File: src/hw/rtl/nfsa_pkg.sv
// Shared types, codes and sizes for the next-fit slot allocator.
// No dependencies; compiled first.
package nfsa_pkg;

    localparam int SLOTS = 16;
    localparam int IDX_W = 4;   // width of a slot index
    localparam int CNT_W = 5;   // width of the slot count register
    localparam logic [CNT_W-1:0] CNT_RESET = CNT_W'(SLOTS);

    localparam logic MODE_ALLOC = 1'b0;
    localparam logic MODE_FREE  = 1'b1;

    localparam logic [1:0] ST_OK    = 2'd0;
    localparam logic [1:0] ST_FULL  = 2'd1;
    localparam logic [1:0] ST_RANGE = 2'd2;

    typedef enum logic [2:0] {
        S_IDLE = 3'b001,
        S_EXEC = 3'b010,
        S_RESP = 3'b100
    } nfsa_state_t;

    typedef struct packed {
        logic load_in;   // capture the request payload
        logic exec;      // run the search or free and load the result
    } nfsa_cmd_t;

    // Index of the lowest set bit; zero when none is set.
    function automatic logic [IDX_W-1:0] first_set(input logic [SLOTS-1:0] v);
        logic [IDX_W-1:0] r;
        r = '0;
        for (int i = SLOTS - 1; i >= 0; i--)
        begin
            if (v[i])
            begin
                r = IDX_W'(i);
            end
        end
        return r;
    endfunction

endpackage

File: src/hw/rtl/nfsa_if.sv
// Valid/ready channel interfaces for allocator requests and responses.
// Depends on nfsa_pkg for the field widths.
interface nfsa_req_if;
    import nfsa_pkg::*;
    logic             valid;
    logic             ready;
    logic             mode;
    logic [IDX_W-1:0] slot_to_free;

    modport source (output valid, output mode, output slot_to_free, input ready);
    modport sink   (input valid, input mode, input slot_to_free, output ready);
endinterface

interface nfsa_rsp_if;
    import nfsa_pkg::*;
    logic             valid;
    logic             ready;
    logic [IDX_W-1:0] granted_slot;
    logic [1:0]       status;

    modport source (output valid, output granted_slot, output status, input ready);
    modport sink   (input valid, input granted_slot, input status, output ready);
endinterface

File: src/hw/rtl/next_fit_slot_allocator_core.sv
// Next-fit slot allocator over a pool of up to 16 buffer slots.
// Depends on nfsa_pkg, nfsa_if, nfsa_ctrl and nfsa_dp.
//
// Usage:
//   req  : valid/ready channel carrying mode (0 allocate, 1 free) and
//          slot_to_free. A transfer takes place when valid and ready are high.
//   rsp  : valid/ready channel carrying granted_slot and status
//          (0 ok, 1 pool full, 2 free index out of range). One response per
//          request, in request order.
//   cfg_we / cfg_wdata : writes the managed slot count (reset 16); write
//          only while no request is outstanding.
// Timing: a request is captured on its transfer, the search and bitmap
//   update run in S_EXEC, and the response is presented in S_RESP on the
//   next cycle. The whole bitmap is searched at once; the block does not
//   take a new request until the pending response has transferred.
// Reset: clears the bitmap (all slots free), the search pointer and the
//   state machine; the slot count returns to 16. No clearing pass is needed.
// Stall: while rsp is not taken the response holds and req stays low ready;
//   the next request is accepted in the cycle the pending response transfers.
module next_fit_slot_allocator_core
(
    input  logic                       clk,
    input  logic                       rst_n,
    nfsa_req_if.sink                   req,
    nfsa_rsp_if.source                 rsp,
    input  logic                       cfg_we,
    input  logic [nfsa_pkg::CNT_W-1:0] cfg_wdata
);
    import nfsa_pkg::*;

    nfsa_cmd_t cmd;

    nfsa_ctrl u_ctrl
    (
        .clk       (clk),
        .rst_n     (rst_n),
        .req_valid (req.valid),
        .req_ready (req.ready),
        .rsp_valid (rsp.valid),
        .rsp_ready (rsp.ready),
        .cmd       (cmd)
    );

    nfsa_dp u_dp
    (
        .clk          (clk),
        .rst_n        (rst_n),
        .cmd          (cmd),
        .cfg_we       (cfg_we),
        .cfg_wdata    (cfg_wdata),
        .mode         (req.mode),
        .slot_to_free (req.slot_to_free),
        .granted_slot (rsp.granted_slot),
        .status       (rsp.status)
    );

endmodule

File: src/hw/rtl/nfsa_ctrl.sv
// Controller state machine for the slot allocator: sequences capture,
// execute and response. Depends on nfsa_pkg.
module nfsa_ctrl
(
    input  logic                clk,
    input  logic                rst_n,
    input  logic                req_valid,
    output logic                req_ready,
    output logic                rsp_valid,
    input  logic                rsp_ready,
    output nfsa_pkg::nfsa_cmd_t cmd
);
    import nfsa_pkg::*;

    nfsa_state_t state_reg;
    nfsa_state_t state_next;

    always_ff @(posedge clk or negedge rst_n)
    begin
        if (!rst_n)
        begin
            state_reg <= S_IDLE;
        end
        else
        begin
            state_reg <= state_next;
        end
    end

    always_comb
    begin
        state_next  = state_reg;
        cmd         = '0;
        req_ready   = 1'b0;
        rsp_valid   = 1'b0;
        case (state_reg)
            S_IDLE:
            begin
                req_ready = 1'b1;
                if (req_valid)
                begin
                    cmd.load_in = 1'b1;
                    state_next  = S_EXEC;
                end
            end
            S_EXEC:
            begin
                cmd.exec   = 1'b1;
                state_next = S_RESP;
            end
            S_RESP:
            begin
                rsp_valid = 1'b1;
                // next request may be taken in the same cycle the response leaves
                req_ready = rsp_ready;
                if (rsp_ready)
                begin
                    if (req_valid)
                    begin
                        cmd.load_in = 1'b1;
                        state_next  = S_EXEC;
                    end
                    else
                    begin
                        state_next = S_IDLE;
                    end
                end
            end
            default:
            begin
                state_next = S_IDLE;
            end
        endcase
    end

endmodule

File: src/hw/rtl/nfsa_dp.sv
// Datapath for the slot allocator: used bitmap, search pointer, slot count
// register, next-fit search and result registers. Depends on nfsa_pkg.
module nfsa_dp
(
    input  logic                       clk,
    input  logic                       rst_n,
    input  nfsa_pkg::nfsa_cmd_t        cmd,
    input  logic                       cfg_we,
    input  logic [nfsa_pkg::CNT_W-1:0] cfg_wdata,
    input  logic                       mode,
    input  logic [nfsa_pkg::IDX_W-1:0] slot_to_free,
    output logic [nfsa_pkg::IDX_W-1:0] granted_slot,
    output logic [1:0]                 status
);
    import nfsa_pkg::*;

    logic [CNT_W-1:0] count_reg;
    logic [SLOTS-1:0] used_reg;
    logic [IDX_W-1:0] ptr_reg;
    logic             mode_reg;
    logic [IDX_W-1:0] slot_reg;
    logic [IDX_W-1:0] granted_reg;
    logic [1:0]       status_reg;

    logic [CNT_W-1:0] n_eff;
    logic [IDX_W-1:0] start;
    logic [SLOTS-1:0] free_vec;
    logic [SLOTS-1:0] upper_vec;
    logic             found;
    logic [IDX_W-1:0] pos;
    logic [CNT_W-1:0] pos_inc;
    logic [IDX_W-1:0] ptr_next;
    logic             free_ok;

    always_comb
    begin
        // clamp count to 1..SLOTS
        if (count_reg == '0)
        begin
            n_eff = CNT_W'(1);
        end
        else if (count_reg > CNT_W'(SLOTS))
        begin
            n_eff = CNT_W'(SLOTS);
        end
        else
        begin
            n_eff = count_reg;
        end

        start = ({1'b0, ptr_reg} < n_eff) ? ptr_reg : '0;

        for (int i = 0; i < SLOTS; i++)
        begin
            free_vec[i]  = !used_reg[i] && (CNT_W'(i) < n_eff);
            upper_vec[i] = free_vec[i] && (IDX_W'(i) >= start);
        end

        found    = |free_vec;
        // free slot at or past the pointer first, else wrap to the lowest
        pos      = (|upper_vec) ? first_set(upper_vec) : first_set(free_vec);
        pos_inc  = {1'b0, pos} + CNT_W'(1);
        ptr_next = (pos_inc >= n_eff) ? '0 : pos_inc[IDX_W-1:0];
        free_ok  = {1'b0, slot_reg} < n_eff;
    end

    always_ff @(posedge clk or negedge rst_n)
    begin
        if (!rst_n)
        begin
            count_reg <= CNT_RESET;
            used_reg  <= '0;
            ptr_reg   <= '0;
        end
        else
        begin
            if (cfg_we)
            begin
                count_reg <= cfg_wdata;
            end
            if (cmd.exec)
            begin
                if (mode_reg == MODE_ALLOC)
                begin
                    if (found)
                    begin
                        used_reg[pos] <= 1'b1;
                        ptr_reg       <= ptr_next;
                    end
                end
                else if (free_ok)
                begin
                    used_reg[slot_reg] <= 1'b0;
                end
            end
        end
    end

    always_ff @(posedge clk)
    begin
        if (cmd.load_in)
        begin
            mode_reg <= mode;
            slot_reg <= slot_to_free;
        end
        if (cmd.exec)
        begin
            if (mode_reg == MODE_ALLOC)
            begin
                granted_reg <= found ? pos : '0;
                status_reg  <= found ? ST_OK : ST_FULL;
            end
            else
            begin
                granted_reg <= '0;
                status_reg  <= free_ok ? ST_OK : ST_RANGE;
            end
        end
    end

    assign granted_slot = granted_reg;
    assign status       = status_reg;

endmodule
File: src/flat_wrapper.sv
// flat-port wrapper written by rule: the top's interface ports become plain ports
module next_fit_slot_allocator_core_flat import nfsa_pkg::*;
  (clk, rst_n, cfg_we, cfg_wdata, req_valid, req_mode, req_slot_to_free, req_ready, rsp_valid, rsp_granted_slot, rsp_status, rsp_ready);
  nfsa_req_if req_i ();
  nfsa_rsp_if rsp_i ();
  input  logic clk;
  input  logic rst_n;
  input  logic cfg_we;
  input  logic [nfsa_pkg::CNT_W-1:0] cfg_wdata;
  input wire logic [$bits(req_i.valid)-1:0] req_valid;
  input wire logic [$bits(req_i.mode)-1:0] req_mode;
  input wire logic [$bits(req_i.slot_to_free)-1:0] req_slot_to_free;
  output wire logic [$bits(req_i.ready)-1:0] req_ready;
  output wire logic [$bits(rsp_i.valid)-1:0] rsp_valid;
  output wire logic [$bits(rsp_i.granted_slot)-1:0] rsp_granted_slot;
  output wire logic [$bits(rsp_i.status)-1:0] rsp_status;
  input wire logic [$bits(rsp_i.ready)-1:0] rsp_ready;
  assign req_i.valid = req_valid;
  assign req_i.mode = req_mode;
  assign req_i.slot_to_free = req_slot_to_free;
  assign req_ready = req_i.ready;
  assign rsp_valid = rsp_i.valid;
  assign rsp_granted_slot = rsp_i.granted_slot;
  assign rsp_status = rsp_i.status;
  assign rsp_i.ready = rsp_ready;
  next_fit_slot_allocator_core u_core (.clk(clk), .rst_n(rst_n), .req(req_i), .rsp(rsp_i), .cfg_we(cfg_we), .cfg_wdata(cfg_wdata));
endmodule
File: config.mk
export PLATFORM = sky130hd
export DESIGN_NAME = next_fit_slot_allocator_core_flat
export DESIGN_NICKNAME = d
export VERILOG_FILES = /design/src/hw/rtl/nfsa_pkg.sv /design/src/hw/rtl/nfsa_if.sv /design/src/hw/rtl/next_fit_slot_allocator_core.sv /design/src/hw/rtl/nfsa_ctrl.sv /design/src/hw/rtl/nfsa_dp.sv /design/src/flat_wrapper.sv
export SDC_FILE = /design/constraint.sdc
export NUM_CORES = 1
export LEC_CHECK = 0
export ABC_AREA = 1
export BUFFER_PORTS_ARGS = -buffer_cell sky130_fd_sc_hd__buf_4
export CAP_MARGIN = 25
export CORE_ASPECT_RATIO = 0.8
export CORE_MARGIN = 5
export CORE_UTILIZATION = 25
export DETAILED_ROUTE_END_ITERATION = 8
export PLACE_DENSITY = 0.4
export SLEW_MARGIN = 20
export SYNTH_ARGS = -nofsm -noshare
export SYNTH_HDL_FRONTEND = slang
export SYNTH_SLANG_ARGS = --single-unit
File: constraint.sdc
create_clock -name clk -period 3.58 [get_ports clk]
set_input_delay 0.716 -clock clk [delete_from_list [all_inputs] [get_ports clk]]
set_output_delay 0.716 -clock clk [all_outputs]
set_load 0.03 [all_outputs]
==> results.json <==
{
  "status": "finished, violations left",
  "violations": "negative setup slack",
  "cts_made_buffers": 5,
  "finalWirelength_um": 9110,
  "hpwl_um": 7450,
  "yosysWarnings": 0,
  "htreeDepth": 2,
  "cp.required_ns": 3.79,
  "synth_most_common_cell": "nand2_1",
  "ys_async_sr_fraction_pct": 71.8,
  "leakage_nw": 2.01,
  "largest_reg_flops": 16,
  "period_share_pct": 111,
  "wire_per_inst_um": 13.6,
  "placed_cells": 652,
  "fin_total_pwr_mw": 3.33,
  "drive_gt1_share_pct": 37.2,
  "timing.rr.end": "u_core.u_dp.ptr_reg[1]",
  "synth.area.top_cells": "dfrtp_1 22%, nand2_1 12%, edfxtp_1 11%",
  "synthTopCellsByCount": "98 x nand2_1, 60 x inv_1, 57 x nor2_1",
  "initial_core_util_pct": 25.7,
  "clock_sinks": 39,
  "die_h_um": 107,
  "grt_pass1_vias": 2936,
  "fin_cells": 670,
  "synth_edf_count": 11,
  "critical_path.top_delay_family": "simple AND/OR/NAND/NOR gates",
  "synth_area_um2": 2970,
  "yosysSeqAreaShare_pct": 34.8,
  "fmaxAchievable_ghz": 0.252,
  "avgSynthCellArea_um2": 7.07,
  "r2r_cells": 26,
  "cts_buffer_depth": 2,
  "antenna_found_initial": 0,
  "cpPeakStageDelay_ns": 0.58,
  "critPathCapture": "u_core.u_dp.ptr_reg[1]",
  "ys_ff_latch": 39,
  "io_buffer_count": 22,
  "grt_first_pass_wirelength_um": 14900,
  "area_growth_syn_to_layout_pct": 42.2,
  "crit_path_top_delay_cell": "dfstp_2",
  "cp_num_cells": 26,
  "die-area_um2": 14200,
  "postSynthCellCount": 420,
  "worstPathMaxFanout": 4,
  "ys.flop_type": "dfrtp_1",
  "yosysTopAreaCell": "dfrtp_1",
  "skew_ns": 0.00753,
  "ys_types": 37,
  "cts_tree": "yes",
  "placed_cell_area_um2": 3850,
  "vias": 2918,
  "coreArea_um2": 11600,
  "hold_viol_final": 0,
  "crit_path_start": "u_core.u_dp.count_reg[4]",
  "yosysTopAreaCellShare_pct": 21.9,
  "path_class": "reg2reg",
  "drt-initial-drc-count": 111,
  "routabilityCongestion": 0.851,
  "antenna_cells": 0,
  "cts_root_buf": "clkbuf_16",
  "endpoint_kind": "register",
  "rr_startpoint": "u_core.u_dp.count_reg[4]",
  "arrival_ns": 4.17,
  "grt_max_degree": 29,
  "firstDrtPassIters": 4,
  "powerDensity_nw_per_um2": 789,
  "grtUsageTotal_pct": 13.2,
  "hold_class": "in2async",
  "design_area_um2": 4220,
  "report.final.slew_viol_count": 0,
  "slew-limit-headroom_pct": 70.6,
  "setup.worst_path.start_class": "register",
  "ir_drop_mv": 0.357,
  "setup-violations-final": 4,
  "rsz0062_at_grt": "true",
  "setup_ws_ns": -0.385,
  "drv_cap": 0,
  "synth_nets": 448,
  "die_w_um": 132,
  "ant_nets": 0,
  "r2r_setup_slack_ns": -0.38,
  "path_buf_inv": 5,
  "insertion_delay_ns": 0.28,
  "drc": 0,
  "holdWs_ns": 0.363,
  "clk_pin_slew_ns": 0.06,
  "fin_nets": 549,
  "viasPerCell": 4.36,
  "worstMarginPinSlew_ns": 0.439,
  "period_needed_ns": 3.96,
  "io_pins": 23,
  "rows": 35,
  "grt_overflow": 0,
  "final.setup.tns_ns": -1.39
}
metal layers:
layer / vias up / global-route usage (%) / share of wire, %
li1: 1550 / - / -
met1: 1325 / 19.3 / 53
met2: 39 / 20.9 / 44
met3: 4 / 1.87 / 2.3
met4: 0 / 2.20 / 0.64
met5: - / 0 / 0
worst reg2reg max path, stage by stage (launching register included):
cell	delay, ns
dfstp_2	0.58
nor2_2	0.07
inv_2	0.07
ha_4	0.21
a21oi_2	0.13
nand2_2	0.08
nand2_4	0.11
nand3_4	0.12
buf_6	0.14
o211ai_1	0.25
nand2_1	0.15
nor2_4	0.13
nand3_2	0.11
nor2_4	0.21
nand4_2	0.13
nand2_4	0.11
inv_4	0.05
ha_4	0.26
inv_2	0.04
ha_4	0.20
a21oi_2	0.10
o21bai_1	0.07
a21oi_1	0.12
o21bai_1	0.09
nor2_2	0.18
inv_2	0.06
o21ai_1	0.12
repair_timing:
action | CTS | global route
gates resized for setup | 7 | 30
hold buffers | 0 | 0
buffers inserted | 7 | 3
setup endpoints to repair | 4 | 8
pin swaps | 4 | 8
logic make-up (layout without fill, tap and decap cells):
family                   Yosys count  count (layout)  synth area share [%]
flip-flops                        39              39                  34.8
AND/OR/NAND/NOR                  221             221                  35.2
buffers and inverters             78             180                  10.6
adder cells (fa/ha/maj)           13              13                  5.48
AO/OA/AOI/OAI                     69              69                  13.9
worst min-delay path by stage:
stage / startpoint / endpoint / slack (ns) / cells past startpoint
2_1_floorplan: rst_n / u_core.u_ctrl.state_reg[1] / 0.42 / 0
3_3_place_gp: u_core.u_dp.used_reg[1] / u_core.u_dp.used_reg[1] / 0.51 / 2
3_5_place_dp: u_core.u_dp.used_reg[1] / u_core.u_dp.used_reg[1] / 0.51 / 2
4_1_cts: rst_n / u_core.u_dp.count_reg[1] / 0.38 / 1
5_1_grt: rst_n / u_core.u_dp.count_reg[1] / 0.40 / 1
6_report: rst_n / u_core.u_ctrl.state_reg[2] / 0.36 / 1
power by group:
group	internal, mW	switching, mW	leakage, nW
clock	0.258	0.188	0.0669
sequential	0.620	0.107	0.463
combinational	0.916	1.24	1.48
layout make-up:
type | count | area [um2]
tap | 148 | 185
clock buffer | 6 | 129
timing repair buffer | 99 | 751
inverter | 73 | 279
fill | 1251 | 7340
clock inverter | 2 | 12.5
sequential | 39 | 1030
multi-input combinational | 303 | 1830
cell usage in the layout (no fill, tap or decap), types with 7 or more instances in the layout:
cell / instances
o21ai_0: 24
nand2_1: 89
inv_1: 57
inv_2: 12
nor2_1: 52
nand2_4: 7
nand3_1: 14
edfxtp_1: 11
o21ai_1: 16
dfrtp_1: 26
nor2_2: 10
ha_1: 8
nand3_2: 7
a21oi_1: 9
nand2_2: 18
buf_4: 97
per-stage QoR:
stage / setup WS (ns) / utilization, %
floorplan: -0.131 / -
global placement: -0.459 / 33.3
detailed placement: -0.450 / 33.3
CTS: -0.378 / 35.3
global route: -0.669 / 36.5
finish: -0.385 / 36.5
(Power assumes the default switching activity.)
